File: config.mk
export PLATFORM = sky130hd
export DESIGN_NAME = vibration_motion_state_classifier_flat
export DESIGN_NICKNAME = d
export VERILOG_FILES = /design/src/mcls_pkg.sv /design/src/mcls_if.sv /design/src/vibration_motion_state_classifier.sv /design/src/mcls_ring.sv /design/src/mcls_dist.sv /design/src/mcls_div.sv /design/src/flat_wrapper.sv
export SDC_FILE = /design/constraint.sdc
export NUM_CORES = 2
export LEC_CHECK = 0
export BUFFER_PORTS_ARGS = -buffer_cell sky130_fd_sc_hd__buf_2
export CORE_MARGIN = 5
export CORE_UTILIZATION = 50
export DETAILED_ROUTE_END_ITERATION = 6
export PLACE_DENSITY = 0.64
export REMOVE_ABC_BUFFERS = 1
export SLEW_MARGIN = 20
export SYNTH_ARGS = -nofsm -noshare
export SYNTH_HDL_FRONTEND = slang
export SYNTH_SLANG_ARGS = --single-unit
File: constraint.sdc
create_clock -name clock -period 11 [get_ports clock]
set_input_delay 1.1 -clock clock [delete_from_list [all_inputs] [get_ports clock]]
set_output_delay 1.1 -clock clock [all_outputs]
set_load 0.005 [all_outputs]
File: src/mcls_pkg.sv
// Shared types, field widths, register indexes and state codes for the
// motion state classifier. No dependencies.
package mcls_pkg;

   localparam int ACC_W   = 16;
   localparam int ANG_W   = 16;
   localparam int VIB_W   = 17;
   localparam int TILT_W  = 15;
   localparam int BOX_W   = 2;
   localparam int CSR_IDX_W  = 2;
   localparam int CSR_DATA_W = 17;

   localparam int DIFF_W  = 16;
   localparam int SQ_W    = 32;
   localparam int RAD_W   = 36;
   localparam int ROOT_W  = 18;
   localparam int REM_W   = 20;
   localparam int ROOT_CYCLES = 9;
   localparam int ROOT_CNT_W  = 4;

   localparam logic [CSR_IDX_W-1:0] CSR_VIB_THR  = 2'd0;
   localparam logic [CSR_IDX_W-1:0] CSR_TILT_THR = 2'd1;
   localparam logic [CSR_IDX_W-1:0] CSR_OPEN_THR = 2'd2;

   localparam logic [VIB_W-1:0]         VIB_THR_RESET  = 17'd1024;
   localparam logic [TILT_W-1:0]        TILT_THR_RESET = 15'd3000;
   localparam logic signed [ACC_W-1:0]  OPEN_THR_RESET = 16'sd1434;

   localparam logic [BOX_W-1:0] BOX_CLOSED = 2'd0;
   localparam logic [BOX_W-1:0] BOX_OPENED = 2'd1;
   localparam logic [BOX_W-1:0] BOX_MOVING = 2'd2;
   localparam logic [BOX_W-1:0] BOX_TILTED = 2'd3;

   typedef struct packed {
      logic signed [ACC_W-1:0] x;
      logic signed [ACC_W-1:0] y;
      logic signed [ACC_W-1:0] z;
   } sample_type;

endpackage

File: src/mcls_if.sv
// Valid/ready channel interfaces for sample words, result words and
// register writes. Depends on mcls_pkg.
interface mcls_req_if;
   import mcls_pkg::*;
   logic                     valid;
   logic                     ready;
   logic signed [ACC_W-1:0]  acc_x;
   logic signed [ACC_W-1:0]  acc_y;
   logic signed [ACC_W-1:0]  acc_z;
   logic signed [ANG_W-1:0]  pitch_angle;
   logic signed [ANG_W-1:0]  roll_angle;
   modport source (output valid, acc_x, acc_y, acc_z, pitch_angle, roll_angle,
                   input ready);
   modport sink   (input valid, acc_x, acc_y, acc_z, pitch_angle, roll_angle,
                   output ready);
endinterface

interface mcls_rsp_if;
   import mcls_pkg::*;
   logic              valid;
   logic              ready;
   logic [VIB_W-1:0]  vibration;
   logic [BOX_W-1:0]  box_state;
   modport source (output valid, vibration, box_state, input ready);
   modport sink   (input valid, vibration, box_state, output ready);
endinterface

interface mcls_csr_if;
   import mcls_pkg::*;
   logic                   valid;
   logic                   ready;
   logic [CSR_IDX_W-1:0]   index;
   logic [CSR_DATA_W-1:0]  data;
   modport source (output valid, index, data, input ready);
   modport sink   (input valid, index, data, output ready);
endinterface

File: src/vibration_motion_state_classifier.sv
// Motion state classifier top level: sequencer, threshold registers and
// result register. Depends on mcls_pkg, mcls_if, mcls_ring, mcls_dist, mcls_div.
//
// req_bus carries one motion sample per word; rsp_bus returns one word per
// sample with the vibration estimate and the box state; csr_bus writes the
// three thresholds (index 0 vibration, 1 tilt, 2 open) and is ready out of reset.
// A sample is taken only while the sequencer is idle. Its acceleration is
// stored in the history memory, then the held samples are read back one per
// pair, newest first; each pair goes through the distance unit (difference,
// squares, sum, then a root at two bits per cycle). The sum of roots is
// divided by the pair count in a one-bit-per-cycle divider. With one sample
// held the sequencer goes straight to the result. The sequencer takes no
// new sample while it works on one; the next sample can be taken in the
// cycle after the result loads. The result register frees the sequencer: a
// new sample is taken while a result waits; the next result then waits until
// rsp_bus.ready takes the old one. Reset clears the thresholds to their
// defaults, empties the history and drops any pending result. The history
// memory has no clearing pass: only written entries are ever read.
module vibration_motion_state_classifier #(
   parameter int HISTORY_DEPTH = 10
) (
   input  logic               clock,
   input  logic               reset,
   mcls_req_if.sink           req_bus,
   mcls_rsp_if.source         rsp_bus,
   mcls_csr_if.sink           csr_bus
);
   import mcls_pkg::*;

   localparam int PTR_W = $clog2(HISTORY_DEPTH);
   localparam int CNT_W = $clog2(HISTORY_DEPTH + 1);
   localparam int SUM_W = VIB_W + $clog2(HISTORY_DEPTH);

   localparam logic [2:0] S_IDLE  = 3'd0;
   localparam logic [2:0] S_READ  = 3'd1;
   localparam logic [2:0] S_DIST  = 3'd2;
   localparam logic [2:0] S_ROOT  = 3'd3;
   localparam logic [2:0] S_DIV   = 3'd4;
   localparam logic [2:0] S_DWAIT = 3'd5;
   localparam logic [2:0] S_FIN   = 3'd6;

   logic [2:0]               state_ff, state_in;
   logic [PTR_W-1:0]         wp_ff, wp_in;
   logic [CNT_W-1:0]         held_ff, held_in;
   logic [CNT_W-1:0]         pairs_ff;
   logic [PTR_W-1:0]         rd_addr_ff;
   logic [SUM_W-1:0]         sum_ff;
   logic [VIB_W-1:0]         vib_ff;
   sample_type               prev_ff;
   sample_type               in_sample;
   sample_type               rd_sample;
   logic signed [ACC_W-1:0]  az_ff;
   logic signed [ANG_W-1:0]  pitch_ff;
   logic signed [ANG_W-1:0]  roll_ff;

   logic [VIB_W-1:0]         vib_thr_ff;
   logic [TILT_W-1:0]        tilt_thr_ff;
   logic signed [ACC_W-1:0]  open_thr_ff;

   logic                     rsp_valid_ff, rsp_valid_in;
   logic [VIB_W-1:0]         rsp_vib_ff;
   logic [BOX_W-1:0]         rsp_box_ff;

   logic                     accept;
   logic                     load_rsp;
   logic                     dist_done;
   logic [VIB_W-1:0]         dist_root;
   logic                     div_done;
   logic [VIB_W-1:0]         div_quo;
   logic [ANG_W:0]           pitch_mag;
   logic [ANG_W:0]           roll_mag;
   logic [BOX_W-1:0]         box;

   assign req_bus.ready = (state_ff == S_IDLE) && !reset;
   assign accept        = req_bus.valid && req_bus.ready;
   assign load_rsp      = (state_ff == S_FIN) && (!rsp_valid_ff || rsp_bus.ready);
   assign in_sample     = '{x: req_bus.acc_x, y: req_bus.acc_y, z: req_bus.acc_z};

   mcls_ring #(
      .DEPTH (HISTORY_DEPTH),
      .PTR_W (PTR_W)
   ) u_ring (
      .clock   (clock),
      .wr_en   (accept),
      .wr_addr (wp_ff),
      .wr_data (in_sample),
      .rd_en   (state_ff == S_READ),
      .rd_addr (rd_addr_ff),
      .rd_data (rd_sample)
   );

   mcls_dist u_dist (
      .clock (clock),
      .reset (reset),
      .start (state_ff == S_DIST),
      .newer (prev_ff),
      .older (rd_sample),
      .done  (dist_done),
      .root  (dist_root)
   );

   mcls_div #(
      .NUM_W (SUM_W),
      .DEN_W (CNT_W)
   ) u_div (
      .clock (clock),
      .reset (reset),
      .start (state_ff == S_DIV),
      .num   (sum_ff),
      .den   (held_ff - 1'b1),
      .done  (div_done),
      .quo   (div_quo)
   );

   always_comb begin
      wp_in   = (wp_ff == PTR_W'(HISTORY_DEPTH - 1)) ? '0 : wp_ff + 1'b1;
      held_in = (held_ff == CNT_W'(HISTORY_DEPTH)) ? held_ff : held_ff + 1'b1;
   end

   always_comb begin
      state_in = state_ff;
      unique case (state_ff)
         S_IDLE: begin
            if (accept) begin
               state_in = (held_in < CNT_W'(2)) ? S_FIN : S_READ;
            end
         end
         S_READ:  state_in = S_DIST;
         S_DIST:  state_in = S_ROOT;
         S_ROOT: begin
            if (dist_done) begin
               state_in = (pairs_ff + 1'b1 == held_ff - 1'b1) ? S_DIV : S_READ;
            end
         end
         S_DIV:   state_in = S_DWAIT;
         S_DWAIT: if (div_done) state_in = S_FIN;
         S_FIN:   if (load_rsp) state_in = S_IDLE;
         default: state_in = S_IDLE;
      endcase
   end

   always_ff @(posedge clock) begin
      if (reset) begin
         state_ff <= S_IDLE;
         wp_ff    <= '0;
         held_ff  <= '0;
      end else begin
         state_ff <= state_in;
         if (accept) begin
            wp_ff   <= wp_in;
            held_ff <= held_in;
         end
      end
   end

   always_ff @(posedge clock) begin
      if (accept) begin
         prev_ff    <= in_sample;
         az_ff      <= req_bus.acc_z;
         pitch_ff   <= req_bus.pitch_angle;
         roll_ff    <= req_bus.roll_angle;
         rd_addr_ff <= (wp_ff == '0) ? PTR_W'(HISTORY_DEPTH - 1) : wp_ff - 1'b1;
         pairs_ff   <= '0;
         sum_ff     <= '0;
         vib_ff     <= '0;
      end
      if (state_ff == S_DIST) begin
         prev_ff <= rd_sample;
      end
      if (state_ff == S_ROOT && dist_done) begin
         sum_ff     <= sum_ff + SUM_W'(dist_root);
         pairs_ff   <= pairs_ff + 1'b1;
         rd_addr_ff <= (rd_addr_ff == '0) ? PTR_W'(HISTORY_DEPTH - 1) : rd_addr_ff - 1'b1;
      end
      if (state_ff == S_DWAIT && div_done) begin
         vib_ff <= div_quo;
      end
   end

   // register writes; unknown indexes are dropped
   assign csr_bus.ready = !reset;

   always_ff @(posedge clock) begin
      if (reset) begin
         vib_thr_ff  <= VIB_THR_RESET;
         tilt_thr_ff <= TILT_THR_RESET;
         open_thr_ff <= OPEN_THR_RESET;
      end else if (csr_bus.valid && csr_bus.ready) begin
         unique case (csr_bus.index)
            CSR_VIB_THR:  vib_thr_ff  <= csr_bus.data[VIB_W-1:0];
            CSR_TILT_THR: tilt_thr_ff <= csr_bus.data[TILT_W-1:0];
            CSR_OPEN_THR: open_thr_ff <= csr_bus.data[ACC_W-1:0];
            default: ;
         endcase
      end
   end

   always_comb begin
      pitch_mag = pitch_ff[ANG_W-1] ? -{pitch_ff[ANG_W-1], pitch_ff}
                                    : {pitch_ff[ANG_W-1], pitch_ff};
      roll_mag  = roll_ff[ANG_W-1] ? -{roll_ff[ANG_W-1], roll_ff}
                                   : {roll_ff[ANG_W-1], roll_ff};
      priority if (vib_ff > vib_thr_ff) begin
         box = BOX_MOVING;
      end else if (pitch_mag > (ANG_W+1)'(tilt_thr_ff) ||
                   roll_mag > (ANG_W+1)'(tilt_thr_ff)) begin
         box = BOX_TILTED;
      end else if (az_ff < open_thr_ff) begin
         box = BOX_OPENED;
      end else begin
         box = BOX_CLOSED;
      end
   end

   always_comb begin
      rsp_valid_in = rsp_valid_ff;
      if (load_rsp) begin
         rsp_valid_in = 1'b1;
      end else if (rsp_bus.ready) begin
         rsp_valid_in = 1'b0;
      end
   end

   always_ff @(posedge clock) begin
      if (reset) begin
         rsp_valid_ff <= 1'b0;
      end else begin
         rsp_valid_ff <= rsp_valid_in;
      end
   end

   always_ff @(posedge clock) begin
      if (load_rsp) begin
         rsp_vib_ff <= vib_ff;
         rsp_box_ff <= box;
      end
   end

   assign rsp_bus.valid     = rsp_valid_ff;
   assign rsp_bus.vibration = rsp_vib_ff;
   assign rsp_bus.box_state = rsp_box_ff;

endmodule

File: src/mcls_ring.sv
// Sample history memory: one write port, one read port, registered read data.
// Depends on mcls_pkg.
module mcls_ring #(
   parameter int DEPTH = 10,
   parameter int PTR_W = 4
) (
   input  logic                 clock,
   input  logic                 wr_en,
   input  logic [PTR_W-1:0]     wr_addr,
   input  mcls_pkg::sample_type wr_data,
   input  logic                 rd_en,
   input  logic [PTR_W-1:0]     rd_addr,
   output mcls_pkg::sample_type rd_data
);
   import mcls_pkg::*;

   sample_type mem [DEPTH];
   sample_type rd_data_ff;

   always_ff @(posedge clock) begin
      if (wr_en) begin
         mem[wr_addr] <= wr_data;
      end
   end

   always_ff @(posedge clock) begin
      if (rd_en) begin
         rd_data_ff <= mem[rd_addr];
      end
   end

   assign rd_data = rd_data_ff;

endmodule

File: src/mcls_dist.sv
// Distance unit: squared Euclidean difference of two samples, then floored
// square root two bits per cycle. Depends on mcls_pkg.
module mcls_dist (
   input  logic                         clock,
   input  logic                         reset,
   input  logic                         start,
   input  mcls_pkg::sample_type         newer,
   input  mcls_pkg::sample_type         older,
   output logic                         done,
   output logic [mcls_pkg::VIB_W-1:0]   root
);
   import mcls_pkg::*;

   localparam logic [1:0] D_IDLE = 2'd0;
   localparam logic [1:0] D_SQ   = 2'd1;
   localparam logic [1:0] D_SUM  = 2'd2;
   localparam logic [1:0] D_ROOT = 2'd3;

   typedef struct packed {
      logic [REM_W-1:0]  rem;
      logic [ROOT_W-1:0] root;
   } root_acc_type;

   logic [1:0]             state_ff, state_in;
   logic [DIFF_W-1:0]      ad_ff [3];
   logic [SQ_W-1:0]        sq_ff [3];
   logic [RAD_W-1:0]       rad_ff;
   logic [REM_W-1:0]       rem_ff;
   logic [ROOT_W-1:0]      root_ff;
   logic [ROOT_CNT_W-1:0]  step_ff;
   logic                   done_ff, done_in;
   root_acc_type           mid, fin;

   function automatic logic [DIFF_W-1:0] abs_diff(input logic signed [ACC_W-1:0] a,
                                                  input logic signed [ACC_W-1:0] b);
      logic signed [ACC_W:0] d;
      d = {a[ACC_W-1], a} - {b[ACC_W-1], b};
      if (d[ACC_W]) begin
         d = -d;
      end
      return d[DIFF_W-1:0];
   endfunction

   function automatic root_acc_type root_step(input root_acc_type acc, input logic [1:0] pair);
      logic [REM_W+1:0]  remx;
      logic [REM_W+1:0]  trial;
      root_acc_type      res;
      remx  = {acc.rem, pair};
      trial = {2'b00, acc.root, 2'b01};
      if (remx >= trial) begin
         res.rem  = REM_W'(remx - trial);
         res.root = {acc.root[ROOT_W-2:0], 1'b1};
      end else begin
         res.rem  = remx[REM_W-1:0];
         res.root = {acc.root[ROOT_W-2:0], 1'b0};
      end
      return res;
   endfunction

   always_comb begin
      mid = root_step('{rem: rem_ff, root: root_ff}, rad_ff[RAD_W-1 -: 2]);
      fin = root_step(mid, rad_ff[RAD_W-3 -: 2]);
   end

   always_comb begin
      state_in = state_ff;
      done_in  = 1'b0;
      unique case (state_ff)
         D_IDLE: if (start) state_in = D_SQ;
         D_SQ:   state_in = D_SUM;
         D_SUM:  state_in = D_ROOT;
         D_ROOT: begin
            if (step_ff == ROOT_CNT_W'(ROOT_CYCLES - 1)) begin
               state_in = D_IDLE;
               done_in  = 1'b1;
            end
         end
         default: state_in = D_IDLE;
      endcase
   end

   always_ff @(posedge clock) begin
      if (reset) begin
         state_ff <= D_IDLE;
         done_ff  <= 1'b0;
      end else begin
         state_ff <= state_in;
         done_ff  <= done_in;
      end
   end

   always_ff @(posedge clock) begin
      unique case (state_ff)
         D_IDLE: begin
            ad_ff[0] <= abs_diff(newer.x, older.x);
            ad_ff[1] <= abs_diff(newer.y, older.y);
            ad_ff[2] <= abs_diff(newer.z, older.z);
         end
         D_SQ: begin
            sq_ff[0] <= ad_ff[0] * ad_ff[0];
            sq_ff[1] <= ad_ff[1] * ad_ff[1];
            sq_ff[2] <= ad_ff[2] * ad_ff[2];
         end
         D_SUM: begin
            rad_ff  <= RAD_W'(sq_ff[0]) + RAD_W'(sq_ff[1]) + RAD_W'(sq_ff[2]);
            rem_ff  <= '0;
            root_ff <= '0;
            step_ff <= '0;
         end
         D_ROOT: begin
            rad_ff  <= {rad_ff[RAD_W-5:0], 4'b0000};
            rem_ff  <= fin.rem;
            root_ff <= fin.root;
            step_ff <= step_ff + 1'b1;
         end
         default: ;
      endcase
   end

   assign done = done_ff;
   assign root = root_ff[VIB_W-1:0];

endmodule

File: src/mcls_div.sv
// Restoring divider, one quotient bit per cycle, for the distance mean.
// Depends on mcls_pkg.
module mcls_div #(
   parameter int NUM_W = 21,
   parameter int DEN_W = 4
) (
   input  logic                        clock,
   input  logic                        reset,
   input  logic                        start,
   input  logic [NUM_W-1:0]            num,
   input  logic [DEN_W-1:0]            den,
   output logic                        done,
   output logic [mcls_pkg::VIB_W-1:0]  quo
);
   import mcls_pkg::*;

   localparam int CNT_W = $clog2(NUM_W);

   logic [NUM_W-1:0]  num_ff;
   logic [DEN_W-1:0]  den_ff;
   logic [DEN_W-1:0]  rem_ff;
   logic [CNT_W-1:0]  cnt_ff;
   logic              busy_ff, busy_in;
   logic              done_ff, done_in;
   logic [DEN_W:0]    shifted;
   logic              take;

   assign shifted = {rem_ff, num_ff[NUM_W-1]};
   assign take    = shifted >= {1'b0, den_ff};

   always_comb begin
      busy_in = busy_ff;
      done_in = 1'b0;
      if (start) begin
         busy_in = 1'b1;
      end else if (busy_ff && cnt_ff == CNT_W'(NUM_W - 1)) begin
         busy_in = 1'b0;
         done_in = 1'b1;
      end
   end

   always_ff @(posedge clock) begin
      if (reset) begin
         busy_ff <= 1'b0;
         done_ff <= 1'b0;
      end else begin
         busy_ff <= busy_in;
         done_ff <= done_in;
      end
   end

   always_ff @(posedge clock) begin
      if (start) begin
         num_ff <= num;
         den_ff <= den;
         rem_ff <= '0;
         cnt_ff <= '0;
      end else if (busy_ff) begin
         rem_ff <= take ? DEN_W'(shifted - {1'b0, den_ff}) : shifted[DEN_W-1:0];
         num_ff <= {num_ff[NUM_W-2:0], take};
         cnt_ff <= cnt_ff + 1'b1;
      end
   end

   assign done = done_ff;
   assign quo  = num_ff[VIB_W-1:0];

endmodule

File: src/flat_wrapper.sv
// flat-port wrapper written by rule: the top's interface ports become plain ports
module vibration_motion_state_classifier_flat import mcls_pkg::*;
#(
   parameter int HISTORY_DEPTH = 10
)
  (clock, reset, req_bus_valid, req_bus_acc_x, req_bus_acc_y, req_bus_acc_z, req_bus_pitch_angle, req_bus_roll_angle, req_bus_ready, rsp_bus_valid, rsp_bus_vibration, rsp_bus_box_state, rsp_bus_ready, csr_bus_valid, csr_bus_index, csr_bus_data, csr_bus_ready);
  mcls_req_if req_bus_i ();
  mcls_rsp_if rsp_bus_i ();
  mcls_csr_if csr_bus_i ();
  input  logic clock;
  input  logic reset;
  input wire logic [$bits(req_bus_i.valid)-1:0] req_bus_valid;
  input wire logic [$bits(req_bus_i.acc_x)-1:0] req_bus_acc_x;
  input wire logic [$bits(req_bus_i.acc_y)-1:0] req_bus_acc_y;
  input wire logic [$bits(req_bus_i.acc_z)-1:0] req_bus_acc_z;
  input wire logic [$bits(req_bus_i.pitch_angle)-1:0] req_bus_pitch_angle;
  input wire logic [$bits(req_bus_i.roll_angle)-1:0] req_bus_roll_angle;
  output wire logic [$bits(req_bus_i.ready)-1:0] req_bus_ready;
  output wire logic [$bits(rsp_bus_i.valid)-1:0] rsp_bus_valid;
  output wire logic [$bits(rsp_bus_i.vibration)-1:0] rsp_bus_vibration;
  output wire logic [$bits(rsp_bus_i.box_state)-1:0] rsp_bus_box_state;
  input wire logic [$bits(rsp_bus_i.ready)-1:0] rsp_bus_ready;
  input wire logic [$bits(csr_bus_i.valid)-1:0] csr_bus_valid;
  input wire logic [$bits(csr_bus_i.index)-1:0] csr_bus_index;
  input wire logic [$bits(csr_bus_i.data)-1:0] csr_bus_data;
  output wire logic [$bits(csr_bus_i.ready)-1:0] csr_bus_ready;
  assign req_bus_i.valid = req_bus_valid;
  assign req_bus_i.acc_x = req_bus_acc_x;
  assign req_bus_i.acc_y = req_bus_acc_y;
  assign req_bus_i.acc_z = req_bus_acc_z;
  assign req_bus_i.pitch_angle = req_bus_pitch_angle;
  assign req_bus_i.roll_angle = req_bus_roll_angle;
  assign req_bus_ready = req_bus_i.ready;
  assign rsp_bus_valid = rsp_bus_i.valid;
  assign rsp_bus_vibration = rsp_bus_i.vibration;
  assign rsp_bus_box_state = rsp_bus_i.box_state;
  assign rsp_bus_i.ready = rsp_bus_ready;
  assign csr_bus_i.valid = csr_bus_valid;
  assign csr_bus_i.index = csr_bus_index;
  assign csr_bus_i.data = csr_bus_data;
  assign csr_bus_ready = csr_bus_i.ready;
  vibration_motion_state_classifier #(.HISTORY_DEPTH(HISTORY_DEPTH)) u_core (.clock(clock), .reset(reset), .req_bus(req_bus_i), .rsp_bus(rsp_bus_i), .csr_bus(csr_bus_i));
endmodule
; ---- Yosys cells after proc, flatten, opt, wreduce, memory -nomap -nowiden
; Memory sizes are Yosys's and may differ from the RTL's. A register that Yosys moved wholly into a read port is not among the register bits.
; Cells that the tools add are included.
[word_totals]
regBits = 338
latchBits = 0
mem_bits_rw = 624
rom_bits = 0
input_bits = 104
output_inout_bits = 22
wordCells = 177
n_memories = 3
[op_classes]
add_sub_neg = 22
multipliers = 3
n_div = 0
n_lt_le_gt_ge = 8
eq_ne = 22
shift = 0
mux = 55
bitwise = 1
n_reduce_logical = 31
[mem_list]
columns = name, depth, word_bits, rd, rd_clocked_by_memory_dff, write_ports, line
row1 = u_core.u_ring.mem, 10, 48, 1, 1, 1, mcls_ring.sv:17  ; sample_type mem [DEPTH];
row2 = u_core.u_dist.sq_ff, 3, 32, 3, 0, 3, mcls_dist.sv:26  ; logic [SQ_W-1:0] sq_ff [3];
row3 = u_core.u_dist.ad_ff, 3, 16, 3, 0, 3, mcls_dist.sv:25  ; logic [DIFF_W-1:0] ad_ff [3];
[ops]
columns = cell, count
row1 = $mul 16x16->32, 3
row2 = $mux 16, 6
row3 = $mux 48, 2
row4 = $mux 21, 4
row5 = $mux 38, 2
row6 = $pmux 36 s2, 1
row7 = $mux 17, 4
row8 = $sub 16x16->17, 3
row9 = $neg 16->16, 3
row10 = $ge 22x20->1, 2
row11 = $pmux 20 s2, 1
row12 = $sub 20x20->20, 2
row13 = $mux 4, 9
row14 = $pmux 18 s2, 1
row15 = $add 33x32->34, 1
row16 = $gt 17x15->1, 2
row17 = $neg 17->17, 2
row18 = $add 32x32->33, 1
row19 = $add 21x17->21, 1
row20 = $pmux 3 s7, 1
row21 = $mux 3, 6
row22 = $gt 17x17->1, 1
row23 = $add 4x1->4 const B, 4
row24 = $lt 16x16->1, 1
row25 = 30 further kinds, 79

; ---- Depth between registers and ports, before layout
[logic_depth]
ltp_word = 6
ltp_mapped = 27
ltp_nobuf = 26

; ---- By module
; Synthesis repeated with hierarchy kept, for this count alone.
[hier_totals]
cells_unflattened = 6032
area_unflattened_um2 = 69502.9
[modules_own_cells]
columns = mod, instances, cells_per_inst, area_each_um2, seq_area_each_um2
row1 = mcls_dist, 1, 3864, 36337.4, 6636.4
row2 = mcls_ring, 1, 1038, 20191.9, 15855.2
row3 = vibration_motion_state_classifier, 1, 993, 11207.0, 6035.8
row4 = mcls_div, 1, 137, 1766.7, 970.9

; ---- Least setup slack after synthesis
; Ideal clock, no wire load.
[synth_timing]
path_type = input -> register
start = input port reset
end = memory u_core.u_ring.mem[2][0] in the netlist's numbering (enable)
setup_time_ps = 575
arrival_ps = 8392
required_time_ps = 10425
setup_slack_ps = 2033
path_stages = 7
n_path_buf = 2
path_cell_list = clkbuf_1 nor4_1 nand2_1 inv_1 buf_1 nand2_1 nor4_1
[synth_via]
elab_chain_len = 5
[synth_rtl]
columns = element, line
row1 = "start, declared", flat_wrapper.sv:11  ; input logic reset;
row2 = $logic_not 1->1, vibration_motion_state_classifier.sv:74  ; assign req_bus.ready = (state_ff == S_IDLE) && !reset;
row3 = $logic_and 1x1->1, vibration_motion_state_classifier.sv:74
row4 = net req_bus_ready, flat_wrapper.sv:18  ; output wire logic [$bits(req_bus_i.ready)-1:0] req_bus_ready;
row5 = $logic_and 1x1->1, vibration_motion_state_classifier.sv:75  ; assign accept = req_bus.valid && req_bus.ready;
row6 = net u_core.accept, vibration_motion_state_classifier.sv:64  ; logic accept;
row7 = $mux 1, mcls_ring.sv:21  ; if (wr_en) begin
row8 = $mux 1 (implied by the code), mcls_ring.sv:22  ; mem[wr_addr] <= wr_data;
row9 = "end, declared", mcls_ring.sv:17
; The timed path passes the listed nets, and every way through them passes these cells.

==> flow_summary_export.csv <==
group,metric,value,unit
synthesis,synth_largest_area_cell,"edfxtp_1",
synthesis,synth_cells,5848,
worst_hold_path,hold_path_end,"u_core.open_thr_ff[9]$_SDFFE_PP0P_",
final_layout,multi_input_area,0.0350,mm²
worst_setup_path,cp-start-kind,"flop",
synthesis,yosysUniqueCellTypes,85,
sta,fmax,136,MHz
worst_setup_path,worstPathRequired,11460,ps
final_layout,n_fill_cell,11500,
routing,route.detailed.drc,0,
synthesis,syn_avg_cell_area,11.7,µm²
run,drv_cap,0,
synthesis,synth_warnings,0,
sta,maxSlewViolCount,0,
synthesis,synthTopCellsByCount,"957 x inv_1, 933 x edfxtp_1, 524 x fa_1, 521 x ha_1, 474 x nand2_1",
cts,numCtsBuffers,107,
final_layout,fin_nets,7099,
sta,tns,0,ps
floorplan,die_h,381,µm
cts,cts_buffer_depth,3,
final_layout,syn2layout_area_growth,9.17,%
sta,setup_violations,0,
global_route,grt_pass1_vias,43600,
cts,path_clk_slew,60,ps
worst_hold_path,hold_depth,2,
placed_design,dpl.hpwl,106,mm
sta,maxSlewHeadroom,28.8,%
synthesis,synth_most_common_cell,"inv_1",
sta,finClkSkew,61.5,ps
synthesis,synth_area_leaders,"edfxtp_1 41%, fa_1 15%, ha_1 9.5%",
global_route,grt_antenna_before_repair,14,
floorplan,die_w,381,µm
final_layout,seqCellArea,0.0295,mm²
worst_setup_path,cp-end-kind,"flop",
synthesis,netlist.area_leader.share,40.8,%
worst_setup_path,r2r-end,"u_core.u_dist.sq_ff[0][31]$_DFFE_PN_",
floorplan,dieArea,0.145,mm²
placed_design,port_buffers,125,
synthesis,ys_seq_area_share,42.9,%
worst_setup_path,slowest_delay,770,ps
synthesis,synthesis.area,0.0687,mm²
global_route,grt_max_degree,95,
placed_design,routabilityCongestion,0.863,
sta,hold_viol_final,0,
synthesis,ys_async_sr_fraction,0,%
cts,htree_levels,3,
routing,wl,148,mm
routing,vias_per_cell,5.39,
floorplan,io_pins,126,
worst_setup_path,cp_cell_sequence,"and2_1 -> fa_1 -> inv_1 -> fa_1 -> inv_1 -> fa_1 -> fa_1 -> fa_1 -> inv_1 -> fa_1 -> inv_1 -> ha_1 -> a2111oi_0 -> nand2_1 -> a31oi_1 -> a2111oi_0 -> buf_4 -> a31o_1 -> o21ai_1 -> o21ai_1 -> nor3_1 -> o21bai_1 -> a21oi_1 -> xnor2_1",
worst_setup_path,worst-r2r-cell-count,24,
synthesis,ys_ff_latch,1007,
sta,worst_pin_slew,1070,ps
cts,cts_tree,"done",
floorplan,start_util,50.1,%
cts,cts-hold-fix-buffers,0,
cts,root_buffer,"clkbuf_16",
final_layout,layout-drive-gt1-share,9.53,%
cts,cts_resized,0,
worst_setup_path,crit_type,"flop to flop",
global_route,grt_pass1_wl,240,mm
sta,rsz0062_at_grt,"no",
cts,postCtsSetupRepairBufs,0,
synthesis,synth_edf_count,933,
worst_setup_path,cp_common_cell,"fa_1",
global_route,grt-ovfl-total,0,
sta,period_minus_slack,7330,ps
cts,worstSkewPairLatency,740,ps
routing,route.detailed.wl_per_inst,18.9,µm
worst_setup_path,crit_slowest_cell,"a2111oi_0",
routing,ant_nets,0,
worst_setup_path,critPathMaxFanout,17,
sta,fin_crit_sh,66.6,%
cts,clkSinkCount,1007,
run_status,outcome,"completed",
worst_hold_path,hold_path.class,"flop to flop",
routing,first_pass_iters,5,
floorplan,rows,136,
synthesis,ys.flop_type,"edfxtp_1",
worst_setup_path,rrSetupSlack,3670,ps
routing,drtIter0Drc,2613,
worst_setup_path,rr_startpoint,"u_core.u_dist.ad_ff[0][9]$_DFFE_PN_",
floorplan,core_area,0.137,mm²
global_route,grt_usage,20.8,%
worst_setup_path,cp.arrival,7790,ps
routing,via_count,42300,
worst_hold_path,holdCritStartpoint,"u_core.open_thr_ff[9]$_SDFFE_PP0P_",
[kinds of logic after synthesis]
kind of cell	share of synthesized area (%)
AOI/OAI and AO/OA	7.68
other	0.00546
DFF	42.9
xor gates and xnor gates	3.86
adders and majority gates	24.8
and+or+nand+nor	9.04
muxes	5.47
buffers and inverters	6.22
[area by class of cell]
cell class                      instances  share of cell area [%]
Multi-Input combinational cell       3710                    46.7
Sequential cell                      1007                    39.3
Inverter                              960                    4.81
Clock buffer                          128                    3.76
Tap cell                             1794                    2.99
Timing Repair Buffer                  164                    1.24
Clock inverter                         73                    1.11
Antenna cell                            6                  0.0200
[metrics by stage]
| step | cells | utilization [%] | instance area, µm² | setup WS (ps) | hold WS, ps |
|---|---|---|---|---|---|
| 5_1_grt | 7840 | 54.7 | 75000 | 3140 | 464 |
| 6_report | 7842 | 54.7 | 75000 | 3670 | 454 |
| 3_3_place_gp | 7635 | 52.0 | 71300 | 3820 | 443 |
| 4_1_cts | 7836 | 54.7 | 75000 | 3730 | 449 |
| 3_5_place_dp | 7635 | 52.0 | 71300 | 3720 | 448 |
| 2_1_floorplan | 5677 | - | 68000 | 2740 | 426 |
[worst max-delay path, delay by kind of cell (launching register included)]
family	cells	cell delay, ps
xor+xnor	1	80
flops	1	680
buf+inv	5	400
fa+ha+maj	7	3350
compound gates	8	1940
simple gates	3	620
[worst max path at each step]
| stage | startpoint | to | cells past startpoint |
|---|---|---|---|
| final | u_core.u_dist.ad_ff[0][9]$_DFFE_PN_ | u_core.u_dist.sq_ff[0][31]$_DFFE_PN_ | 24 |
| after global routing | u_core.u_dist.ad_ff[0][9]$_DFFE_PN_ | u_core.u_dist.sq_ff[0][31]$_DFFE_PN_ | 27 |
| after CTS | u_core.u_dist.ad_ff[0][9]$_DFFE_PN_ | u_core.u_dist.sq_ff[0][31]$_DFFE_PN_ | 24 |
| after detailed placement | u_core.u_dist.ad_ff[0][25]$_DFFE_PN_ | u_core.u_dist.sq_ff[0][56]$_DFFE_PN_ | 25 |
| after global placement | u_core.u_dist.ad_ff[0][25]$_DFFE_PN_ | u_core.u_dist.sq_ff[0][56]$_DFFE_PN_ | 25 |
| after floorplan | reset | u_core.u_ring.mem[2][0]$_DFFE_PP_ | 5 |
[registers in the layout, indices dropped and copies added (netlist names), 17 cells and up]
register and flops:
u_core.u_ring.mem 480, u_core.rsp_bus.vibration 17, u_core.u_dist.rad_ff 36, u_core.u_dist.root_ff 18, u_core.vib_ff 17, u_core.u_ring.rd_data 48
u_core.vib_thr_ff 17, u_core.u_dist.ad_ff 48, u_core.prev_ff 48, u_core.sum_ff 21, u_core.u_dist.sq_ff 93, u_core.u_dist.rem_ff 20
u_core.u_div.num_ff 21
[layer usage]
layer | vias to the layer above | global-route usage [%] | routed length [µm]
met5 | - | 0 | 19
met4 | 4 | 5.57 | 3550
met3 | 201 | 2.65 | 6840
met2 | 821 | 34.0 | 69900
met1 | 21100 | 29.6 | 68100
li1 | 20200 | - | -
[cells in the final DEF, fill, tap and decap left out, types with 12 or more instances in the layout]
cell	count
a211oi_1	72
a21o_1	95
a21oi_1	256
a31oi_1	31
and2_1	144
and3_1	17
buf_2	125
buf_4	38
bufinv_16	12
clkbuf_1	15
clkbuf_16	109
clkinv_2	21
dfxtp_1	74
edfxtp_1	933
fa_1	524
ha_1	518
inv_1	956
mux2_2	79
mux2i_1	69
mux4_2	96
nand2_1	474
nand2b_1	47
nand3_1	53
nand4_1	27
nor2_1	251
nor2b_1	95
nor3_1	65
nor4_1	16
o211ai_1	31
o21a_1	27
o21ai_0	120
o21ai_1	26
o21bai_1	25
o31ai_1	28
or2_2	19
or3_1	35
xnor2_1	214
xor2_1	89
Power is left out: the tool's default activity adds up to more than one toggle a clock period on the data nets, which glitch-free logic cannot reach.
